File: config.mk
export PLATFORM = sky130hd
export DESIGN_NAME = wildcard_pattern_match
export DESIGN_NICKNAME = d
export VERILOG_FILES = /design/src/sv/wpm_pkg.sv /design/src/sv/wpm_ram.sv /design/src/sv/wpm_ctrl.sv /design/src/sv/wpm_dpath.sv /design/src/sv/wildcard_pattern_match.sv
export SDC_FILE = /design/constraint.sdc
export NUM_CORES = 1
export LEC_CHECK = 0
export BUFFER_PORTS_ARGS = -buffer_cell sky130_fd_sc_hd__buf_2
export CAP_MARGIN = 10
export CORE_ASPECT_RATIO = 1.5
export CORE_MARGIN = 10
export CORE_UTILIZATION = 63
export CTS_BUF_LIST = sky130_fd_sc_hd__clkbuf_4 sky130_fd_sc_hd__clkbuf_8 sky130_fd_sc_hd__clkbuf_16
export DETAILED_ROUTE_END_ITERATION = 7
export PLACE_DENSITY = 0.9
export SLEW_MARGIN = 15
export SYNTH_ARGS = -nofsm -noshare
export SYNTH_HDL_FRONTEND = slang
export SYNTH_SLANG_ARGS = --single-unit
export TNS_END_PERCENT = 10
File: constraint.sdc
create_clock -name clk -period 3.35 [get_ports clk]
set_input_delay 0.1675 -clock clk [delete_from_list [all_inputs] [get_ports clk]]
set_output_delay 0.1675 -clock clk [all_outputs]
set_load 0.005 [all_outputs]
File: src/sv/wpm_pkg.sv
// Shared types and constants for the wildcard pattern matcher.
// Depends on nothing; used by the controller, the datapath, the top level and the checker.
package wpm_pkg;

    localparam int MAX_PATTERN_DEF = 64;
    localparam int CHAR_BITS_DEF   = 8;

    // Wildcard codes ('*' and '?')
    localparam int STAR_CODE = 42;
    localparam int ANY_CODE  = 63;

    typedef enum logic [1:0] {
        KIND_APPEND  = 2'd0,
        KIND_CLEAR   = 2'd1,
        KIND_TEXT    = 2'd2,
        KIND_RESTART = 2'd3
    } kind_t;

    typedef enum logic [1:0] {
        ST_IDLE,
        ST_SWEEP,
        ST_DRAIN,
        ST_DONE
    } state_t;

    typedef struct packed {
        logic start;     // take the request: latch it, update length, seed column 0
        logic reject;    // full-store append: keep the row, flag the result
        logic issue;     // read the next column and advance the column counter
        logic load_out;  // copy status into the output register
    } cmd_t;

    typedef struct packed {
        logic full;        // pattern store holds MAX_PATTERN characters
        logic len_zero;    // pattern is empty
        logic issue_last;  // column being issued is the last one
    } status_t;

endpackage

File: src/sv/wpm_ram.sv
// Generic single-write, single-read RAM with registered read data.
// Depends on nothing.
module wpm_ram #(
    parameter int WIDTH = 8,
    parameter int DEPTH = 64,
    localparam int AW = (DEPTH > 1) ? $clog2(DEPTH) : 1
) (
    input  logic             clk,
    input  logic             we,
    input  logic [AW-1:0]    waddr,
    input  logic [WIDTH-1:0] wdata,
    input  logic [AW-1:0]    raddr,
    output logic [WIDTH-1:0] rdata
);

    logic [WIDTH-1:0] mem [DEPTH];
    logic [WIDTH-1:0] rdata_reg;

    always_ff @(posedge clk)
    begin
        if (we)
        begin
            mem[waddr] <= wdata;
        end
        rdata_reg <= mem[raddr];
    end

    assign rdata = rdata_reg;

endmodule

File: src/sv/wpm_ctrl.sv
// Controller state machine for the wildcard pattern matcher.
// Depends on wpm_pkg (state, command and status types).
module wpm_ctrl (
    input  logic              clk,
    input  logic              rst_n,
    input  logic              in_valid,
    output logic              in_ready,
    input  logic [1:0]        kind,
    output logic              out_valid,
    input  logic              out_ready,
    input  wpm_pkg::status_t  status,
    output wpm_pkg::cmd_t     cmd
);

    wpm_pkg::state_t state_reg;
    wpm_pkg::state_t state_next;
    logic            out_valid_reg;
    logic            out_valid_next;
    wpm_pkg::kind_t  in_kind;
    logic            rejecting;
    logic            go_sweep;
    logic            out_free;

    assign in_kind   = wpm_pkg::kind_t'(kind);
    assign rejecting = (in_kind == wpm_pkg::KIND_APPEND) && status.full;
    assign go_sweep  = (in_kind == wpm_pkg::KIND_APPEND) ||
                       (((in_kind == wpm_pkg::KIND_TEXT) ||
                         (in_kind == wpm_pkg::KIND_RESTART)) && !status.len_zero);
    assign out_free  = !out_valid_reg || out_ready;

    always_comb
    begin
        state_next = state_reg;
        case (state_reg)
            wpm_pkg::ST_IDLE:
            begin
                if (in_valid)
                begin
                    if (!rejecting && go_sweep)
                    begin
                        state_next = wpm_pkg::ST_SWEEP;
                    end
                    else
                    begin
                        state_next = wpm_pkg::ST_DONE;
                    end
                end
            end
            wpm_pkg::ST_SWEEP:
            begin
                if (status.issue_last)
                begin
                    state_next = wpm_pkg::ST_DRAIN;
                end
            end
            wpm_pkg::ST_DRAIN:
            begin
                state_next = wpm_pkg::ST_DONE;
            end
            wpm_pkg::ST_DONE:
            begin
                if (out_free)
                begin
                    state_next = wpm_pkg::ST_IDLE;
                end
            end
            default:
            begin
                state_next = wpm_pkg::ST_IDLE;
            end
        endcase
    end

    always_comb
    begin
        cmd      = '0;
        in_ready = 1'b0;
        case (state_reg)
            wpm_pkg::ST_IDLE:
            begin
                in_ready   = 1'b1;
                cmd.start  = in_valid && !rejecting;
                cmd.reject = in_valid && rejecting;
            end
            wpm_pkg::ST_SWEEP:
            begin
                cmd.issue = 1'b1;
            end
            wpm_pkg::ST_DRAIN:
            begin
                cmd = '0;
            end
            wpm_pkg::ST_DONE:
            begin
                cmd.load_out = out_free;
            end
            default:
            begin
                cmd = '0;
            end
        endcase
    end

    assign out_valid_next = cmd.load_out ? 1'b1 : (out_ready ? 1'b0 : out_valid_reg);

    always_ff @(posedge clk or negedge rst_n)
    begin
        if (!rst_n)
        begin
            state_reg     <= wpm_pkg::ST_IDLE;
            out_valid_reg <= 1'b0;
        end
        else
        begin
            state_reg     <= state_next;
            out_valid_reg <= out_valid_next;
        end
    end

    assign out_valid = out_valid_reg;

endmodule

File: src/sv/wpm_dpath.sv
// Datapath: pattern store, match row store, column sweep logic and result register.
// Depends on wpm_pkg (command/status types, codes) and wpm_ram.
module wpm_dpath #(
    parameter int MAX_PATTERN = wpm_pkg::MAX_PATTERN_DEF,
    parameter int CHAR_BITS   = wpm_pkg::CHAR_BITS_DEF
) (
    input  logic                 clk,
    input  logic                 rst_n,
    input  wpm_pkg::cmd_t        cmd,
    input  logic [1:0]           kind,
    input  logic [CHAR_BITS-1:0] character,
    output wpm_pkg::status_t     status,
    output logic                 matched,
    output logic                 can_still_match,
    output logic                 rejected
);

    localparam int LEN_W  = $clog2(MAX_PATTERN + 1);
    localparam int ADDR_W = (MAX_PATTERN > 1) ? $clog2(MAX_PATTERN) : 1;
    localparam logic [CHAR_BITS-1:0] STAR_C = CHAR_BITS'(wpm_pkg::STAR_CODE);
    localparam logic [CHAR_BITS-1:0] ANY_C  = CHAR_BITS'(wpm_pkg::ANY_CODE);

    wpm_pkg::kind_t       in_kind;
    wpm_pkg::kind_t       kind_reg;
    logic [CHAR_BITS-1:0] char_reg;
    logic [LEN_W-1:0]     len_reg;
    logic [LEN_W-1:0]     len_next;
    logic [ADDR_W-1:0]    issue_addr_reg;
    logic [ADDR_W-1:0]    proc_addr_reg;
    logic                 pipe_valid_reg;
    logic                 pipe_last_reg;
    logic                 row0_reg;
    logic                 prev_old_reg;
    logic                 prev_new_reg;
    logic                 any_reg;
    logic                 matched_reg;
    logic                 rejected_reg;
    logic                 out_matched_reg;
    logic                 out_any_reg;
    logic                 out_rejected_reg;
    logic                 new0;
    logic                 new_j;
    logic                 pat_we;
    logic [CHAR_BITS-1:0] pat_rdata;
    logic                 row_rdata;

    assign in_kind = wpm_pkg::kind_t'(kind);
    assign new0    = (in_kind != wpm_pkg::KIND_TEXT);
    assign pat_we  = cmd.start && (in_kind == wpm_pkg::KIND_APPEND);

    wpm_ram #(
        .WIDTH (CHAR_BITS),
        .DEPTH (MAX_PATTERN)
    ) u_pattern (
        .clk   (clk),
        .we    (pat_we),
        .waddr (ADDR_W'(len_reg)),
        .wdata (character),
        .raddr (issue_addr_reg),
        .rdata (pat_rdata)
    );

    // Entry a holds row position a + 1; position 0 lives in row0_reg.
    wpm_ram #(
        .WIDTH (1),
        .DEPTH (MAX_PATTERN)
    ) u_row (
        .clk   (clk),
        .we    (pipe_valid_reg),
        .waddr (proc_addr_reg),
        .wdata (new_j),
        .raddr (issue_addr_reg),
        .rdata (row_rdata)
    );

    // One column of the row update; equality wins over the wildcards.
    always_comb
    begin
        if (kind_reg != wpm_pkg::KIND_TEXT)
        begin
            new_j = prev_new_reg && (pat_rdata == STAR_C);
        end
        else if ((pat_rdata == char_reg) || (pat_rdata == ANY_C))
        begin
            new_j = prev_old_reg;
        end
        else if (pat_rdata == STAR_C)
        begin
            new_j = prev_new_reg || row_rdata;
        end
        else
        begin
            new_j = 1'b0;
        end
    end

    always_comb
    begin
        len_next = len_reg;
        if (cmd.start)
        begin
            case (in_kind)
                wpm_pkg::KIND_APPEND:  len_next = len_reg + LEN_W'(1);
                wpm_pkg::KIND_CLEAR:   len_next = '0;
                default:               len_next = len_reg;
            endcase
        end
    end

    always_ff @(posedge clk or negedge rst_n)
    begin
        if (!rst_n)
        begin
            len_reg          <= '0;
            issue_addr_reg   <= '0;
            pipe_valid_reg   <= 1'b0;
            pipe_last_reg    <= 1'b0;
            row0_reg         <= 1'b1;
            any_reg          <= 1'b1;
            matched_reg      <= 1'b1;
            rejected_reg     <= 1'b0;
        end
        else
        begin
            len_reg        <= len_next;
            pipe_valid_reg <= cmd.issue;
            if (cmd.start)
            begin
                issue_addr_reg <= '0;
                row0_reg       <= new0;
                any_reg        <= new0;
                matched_reg    <= new0;
                rejected_reg   <= 1'b0;
            end
            else if (cmd.reject)
            begin
                rejected_reg <= 1'b1;
            end
            if (cmd.issue)
            begin
                issue_addr_reg <= issue_addr_reg + ADDR_W'(1);
                pipe_last_reg  <= status.issue_last;
            end
            if (pipe_valid_reg)
            begin
                any_reg <= any_reg || new_j;
                if (pipe_last_reg)
                begin
                    matched_reg <= new_j;
                end
            end
        end
    end

    // Payload registers: no reset needed.
    always_ff @(posedge clk)
    begin
        if (cmd.start)
        begin
            kind_reg     <= in_kind;
            char_reg     <= character;
            prev_new_reg <= new0;
            prev_old_reg <= row0_reg;
        end
        if (cmd.issue)
        begin
            proc_addr_reg <= issue_addr_reg;
        end
        if (pipe_valid_reg)
        begin
            prev_new_reg <= new_j;
            prev_old_reg <= row_rdata;
        end
        if (cmd.load_out)
        begin
            out_matched_reg  <= matched_reg;
            out_any_reg      <= any_reg;
            out_rejected_reg <= rejected_reg;
        end
    end

    assign status.full       = (len_reg == LEN_W'(MAX_PATTERN));
    assign status.len_zero   = (len_reg == '0);
    assign status.issue_last = ((LEN_W'(issue_addr_reg) + LEN_W'(1)) == len_reg);

    assign matched         = out_matched_reg;
    assign can_still_match = out_any_reg;
    assign rejected        = out_rejected_reg;

endmodule

File: src/sv/wildcard_pattern_match.sv
// Top level of the wildcard pattern matcher: controller plus datapath.
// Depends on wpm_pkg, wpm_ctrl, wpm_dpath (and through it wpm_ram).
//
// Glob matcher for '?' (any one character) and '*' (any run, empty included).
// Each request carries a kind and a character: append a pattern character,
// clear the pattern, feed a text character, or restart the text. Every request
// returns one result: matched (text since the last row reset matches the whole
// pattern), can_still_match (some prefix of the pattern is still alive) and
// rejected (an append was refused because the store already holds MAX_PATTERN
// characters; the row is then left as it was). A pattern character equal to
// the text character matches literally before the wildcards are considered.
// Timing: the match row is updated one pattern column per cycle, reading the
// pattern store and the row store (both single-port-read RAMs) in a pipelined
// sweep. A clear, a rejected append, or a text or restart request on an empty
// pattern skips the sweep and goes straight from acceptance to loading the
// result. Every other request is accepted, sweeps the L columns of the
// pattern (L being the pattern length after the request), drains the read
// pipeline and then loads the output register once the output is free. One
// request is in work at a time; a new one is accepted while the previous
// result still waits on the output. No clearing pass is needed after reset.
module wildcard_pattern_match #(
    parameter int MAX_PATTERN = wpm_pkg::MAX_PATTERN_DEF,
    parameter int CHAR_BITS   = wpm_pkg::CHAR_BITS_DEF
) (
    input  logic                 clk,
    input  logic                 rst_n,
    input  logic                 in_valid,
    output logic                 in_ready,
    input  logic [1:0]           kind,
    input  logic [CHAR_BITS-1:0] character,
    output logic                 out_valid,
    input  logic                 out_ready,
    output logic                 matched,
    output logic                 can_still_match,
    output logic                 rejected
);

    wpm_pkg::cmd_t    cmd;
    wpm_pkg::status_t status;

    // Sequence requests: accept, sweep the columns, drain, present the result.
    wpm_ctrl u_ctrl (
        .clk       (clk),
        .rst_n     (rst_n),
        .in_valid  (in_valid),
        .in_ready  (in_ready),
        .kind      (kind),
        .out_valid (out_valid),
        .out_ready (out_ready),
        .status    (status),
        .cmd       (cmd)
    );

    // Hold the pattern and match row; compute one column per cycle.
    wpm_dpath #(
        .MAX_PATTERN (MAX_PATTERN),
        .CHAR_BITS   (CHAR_BITS)
    ) u_dpath (
        .clk             (clk),
        .rst_n           (rst_n),
        .cmd             (cmd),
        .kind            (kind),
        .character       (character),
        .status          (status),
        .matched         (matched),
        .can_still_match (can_still_match),
        .rejected        (rejected)
    );

endmodule

After elaboration in Yosys (flattened, before gate mapping)
Memories as Yosys holds them, arrays and structs flattened. A register that Yosys moved wholly into a read port is not among the register bits.
Cells that the tools add are included.
W data, S select, Z words.

cells by class
  reduce and logical (&&, ||, !) cells = 26
  mux-type cells = 31
  $mul = 0
  magnitude comparators = 0
  bitwise operators = 0
  $add $sub $neg = 3
  equality and inequality tests = 16
  shifts and indexed selects = 0
  divide/modulo/power cells = 0

operators with widths
  kind                   number
  $mux W1                22
  $eq A8 B6 Y1 const B   2
  $pmux W7 S2            1
  $mux W6                2
  $mux W2                5
  $reduce_bool A2 Y1     5
  $eq A2 B2 Y1 const B   4
  $eq A8 B8 Y1           1
  $ne A2 B2 Y1 const B   4
  $pmux W2 S4            1
  $add A6 B1 Y7 const B  1
  $add A7 B1 Y7 const B  1
  $eq A7 B7 Y1           1
  $eq A7 B7 Y1 const B   1
  $logic_and A1 B1 Y1    7
  $logic_not A7 Y1       1
  $add A6 B1 Y6 const B  1
  $logic_or A1 B1 Y1     6
  $eq A2 B1 Y1 const B   2
  $logic_not A2 Y1       2
  $logic_not A1 Y1       3
  $reduce_and A3 Y1      1
  $ne A2 B1 Y1 const B   1
  $reduce_and A2 Y1      1

word-level totals
  bits in latches = 0
  logic and storage cells = 96
  input port bits = 14
  bits in registers = 43
  output and inout port bits = 5
  memory bits (writable) = 576
  memories kept = 2
  bits in read-only memories = 0

memory list
  name                   words  bits a word  rd ports  clocked after Yosys merged registers in  wr ports  RTL line       source
  u_dpath.u_pattern.mem  64     8            1         1                                        1         wpm_ram.sv:16  logic [WIDTH-1:0] mem [DEPTH];
  u_dpath.u_row.mem      64     1            1         1                                        1         wpm_ram.sv:16

Depth between registers and ports, before layout
  word-level depth = 8
  depth in mapped cells = 10
  gate-level depth less buffers = 9

By module
Synthesis repeated with hierarchy kept, for this count alone.

unflattened totals
  cells, all modules = 1,342
  area, all modules = 25,304.3 um^2

modules (own cells, without submodules)
  module                       times used  area each (um^2)  sequential area each (um^2)  cells each
  wpm_ram (u_dpath.u_pattern)  1           20,166.8          15,534.9                     940
  wpm_ram (u_dpath.u_row)      1           2,914.0           1,941.9                      204
  wpm_dpath                    1           1,954.4           1,109.8                      168
  wpm_ctrl                     1           269.0             75.1                         30

Worst setup path before layout
OpenSTA, ideal clock, no wires.

  kind = register to register
  from = register u_ctrl.state_reg[0]
  to = memory u_dpath.u_pattern.mem[43][0], enable pin
  stages on the path, launching flop included = 10
  arrival time = 2.349 ns
  library setup time = 0.370 ns
  required time = 2.980 ns
  setup slack = 0.630 ns
  clock period less this slack = 2.720 ns
  path buffers = 1
  path through = dfrtp_1 > inv_1 > ha_1 > clkbuf_1 > nand3b_1 > nor2_1 > nand2_1 > nor2_1 > nand3_1 > nor2_1

on the way
  cells in the longest elaborated chain, start to end = 5

ends and longest elaborated chain
  what                           RTL line         source
  from (decl)                    wpm_ctrl.sv:15   wpm_pkg::state_t state_reg;
  from (signal assigned)         wpm_ctrl.sv:110  state_reg <= wpm_pkg::ST_IDLE;
  from (signal assigned)         wpm_ctrl.sv:115  state_reg <= state_next;
  $logic_not A2 Y1               wpm_ctrl.sv:78   case (state_reg)
  $mux W2                        wpm_ctrl.sv:78
  $logic_and A1 B1 Y1            wpm_dpath.sv:49  assign pat_we = cmd.start && (in_kind == wpm_pkg::KIND_APPEND);
  $mux W1                        wpm_ram.sv:21    if (we)
  $mux W1 (not written as such)  wpm_ram.sv:23    mem[waddr] <= wdata;
  to (decl)                      wpm_ram.sv:16

No other way between the ends.

Worst setup path after layout
  from = register u_ctrl.state_reg[0]
  to = memory u_dpath.u_pattern.mem[3][0], enable pin

The elaborated chain is that of the path after synthesis.

==> metrics.txt <==
gpl congestion 0.8771; max FFs per register 512; met1 wire length 20250 µm; FFs w/ async S/R, synth 3.503%; synth warn 0; core area 39310 µm²; Post-synth EDFFs 597; largest net degree at the start of global routing 66; Layout area overhead 11.82%; fillers 2012; # clock sinks 628; commonest non-fill, non-tap cell in the layout edfxtp_1; clk root buf clkbuf_16; fmax 0.3003 GHz; nets 1402; Routed Antenna Nets 0; DR iter-0 viols 2189; CP Class register to register; hold crit path type input port to async pin; mux cell area share after synthesis 15.80%; largest family of logic cells by synthesized area multiplexers; Yosys reg bits 628; final setup vio count 0; Least-Margin Pin Slew 1.195 ns; Reg with most FFs u_dpath.u_pattern.mem; Slew Limit Fails 0; Tcrit/Tclk final 99.39%; slowest CP cell nand3_1; Pleak 0.008805 µW; Crit path arrival time 3.63 ns; Synth Area per Inst 19.51 µm²; peak supply drop 0.8575 mV; first-pass GRT wire length 97010 µm; fin crit period 3.329 ns; ratio of cells with drive above 1 in the final layout 26.23%; Antenna Diode Count 0; commonest cells after routing, fill and taps aside edfxtp_1, mux4_2, nor2_1; die height 264.0 µm; Synthesized Nets 1303; pre-CTS setup slack 0.3158 ns; relative slew slack 20.32%; Regs by FF count u_dpath.u_pattern.mem (512), u_dpath.u_row.mem (64); drt total wl 65490 µm; gr ovfl total 0; DRC 7; max-cap viol count 0; Synth Instances 1282; unique cell type count in the Yosys netlist 55; via/cell ratio 7.294; largest fanout on the critical path 9; Met2 Wirelength 33760 µm; CTS HTree Levels 2; status finished with violations; RSZ-0062 raised after global routing yes; Hold Worst Slack 0.1049 ns; I/O Buffers 18; failing checks design-rule violations; Initial Util 63.63%; Post-DP Area 26150 µm²; vias in the first global route 14424; overall power 21240 µW; die area 48240 µm²; Max Root-Sink Buffers 3; post-synthesis adder-cell area fraction 0.3502%; Synth Area in Simple Gates 4.792%; CTS tree done; CP Cell Sequence inv_1 -> ha_1 -> nand3b_1 -> nor2_1 -> nand2_1 -> nor2_1 -> nand3_1 -> nor2_1 -> buf_4; Die Wd 182.7 µm; Seq/Total Area, Yosys 74.61%; worst clock skew 0.01818 ns; Avg WL per Cell 34.00 µm; IO Count 19; non-filler cells, final 1926; Compound-Gate Fraction of Synth Area 2.241%; metal3 WL 6349 µm; Top FF cell, synth edfxtp_1; initial antenna violation count 0; pwr/cell area 759.3 nW/µm²; Worst-Skew Late Latency 0.61 ns; Final Worst Setup Slack 0.02054 ns; CP Capture Type register; gr usage total 27.34%; crit path launch type register; placed cell count 1820; FP Rows 89; top layer reached by signal wires met4; max incr delay on CP 0.53 ns; number of CTS-inserted buffers 54; postcts setup bufs 0; xor/xnor cell area share of the yosys netlist 0.5953%; Syn Std Cell Area 25010 µm²; clk slew on worst S/H paths 0.07 ns; CP dominant cell by count nor2_1; HPWL Detailed 38080 µm; total number of vias 14048; Final Cell Area 27970 µm²; DR pass1 iterations 8; final hold vios 0; WP data required 3.65 ns
[final timing paths]
check	from	to	slack [ns]	cells past startpoint
hold / removal	rst_n	u_dpath.len_reg[4]	0.10	2
setup / recovery	u_ctrl.state_reg[0]	u_dpath.u_pattern.mem[3][0]	0.02	9
setup reg to reg	u_ctrl.state_reg[0]	u_dpath.u_pattern.mem[3][0]	0.02	9
max in group asynchronous	rst_n	u_dpath.issue_addr_reg[0]	2.86	2
min in group clk	character[2]	u_dpath.u_pattern.mem[48][2]	0.14	1
hold reg to reg	u_dpath.rejected_reg	u_dpath.rejected	0.47	0
[worst max-delay path, delay by kind of cell (launching register included)]
kind	cells	cell delay (ns)
AND/OR/NAND/NOR	6	1.89
flip-flops	1	0.40
adder cells (fa/ha/maj)	1	0.37
buffers and inverters	2	0.35
[cells in the mapped netlist (all sizes together), types with 2 or more instances]
cell type,n,share of area (%)
edfxtp,597,72
mux4,165,15
nor2,140,2.1
nand2,39,0.59
buf,38,0.89
clkbuf,33,0.50
o21ai,29,0.58
nand3,28,0.58
dfrtp,19,1.9
mux2i,19,0.76
a21oi,16,0.32
inv,15,0.23
and2,14,0.35
a211oi,12,0.36
xor2,12,0.42
dfxtp,9,0.72
nor2b,9,0.23
nand2b,8,0.20
nor3,8,0.16
ha,7,0.35
or3,7,0.18
nand3b,5,0.15
o22ai,5,0.13
xnor2,5,0.18
a221oi,4,0.14
a31oi,4,0.10
mux2,4,0.18
nor4,4,0.10
o221ai,4,0.14
dfstp,3,0.32
nand4,2,0.050
o211ai,2,0.060
o311ai,2,0.070
[timing repair]
action | CTS | global route
hold buffers | 5 | 0
endpoints found under the hold margin | 26 | 0
gates resized for setup | 0 | 2
endpoints found under the setup margin | 0 | 20
[per-stage QoR]
step / setup TNS (ns) / utilization [%]
after floorplan: 0 / -
after detailed placement: 0 / 66.52
final: 0 / 71.15
after global placement: 0 / 66.52
after CTS: 0 / 71.10
after global routing: -0.5285 / 71.15
[metal layers]
metal	up-vias	GRT usage (%)
met3	321	5.692
met2	1284	45.71
met5	-	0
met1	7076	31.29
li1	5367	-
met4	0	18.10
[layout make-up]
type / instances / area [µm²] / area share, %
sequential: 628 / 18670 / 66.76
clock inverter: 38 / 302.8 / 1.083
multi-input combinational: 568 / 5952 / 21.28
clock buffer: 63 / 1449 / 5.181
timing repair buffer: 114 / 910.9 / 3.257
inverter: 15 / 56.30 / 0.2013
tap: 500 / 625.6 / 2.237
[report_power, final]
group | switching (µW) | internal [µW]
clock | 2840 | 3410
combinational | 3160 | 2500
sequential | 430 | 8880
total | 6440 | 14800
[cells by family after synthesis]
| logic type | Yosys count |
|---|---|
| AND/OR/NAND/NOR | 268 |
| flip-flops | 628 |
| buffers and inverters | 86 |
| AO/OA/AOI/OAI | 88 |
| XOR/XNOR | 17 |
| adder cells (fa/ha/maj) | 7 |
| multiplexers | 188 |
Power figures use the tool's default switching activity.
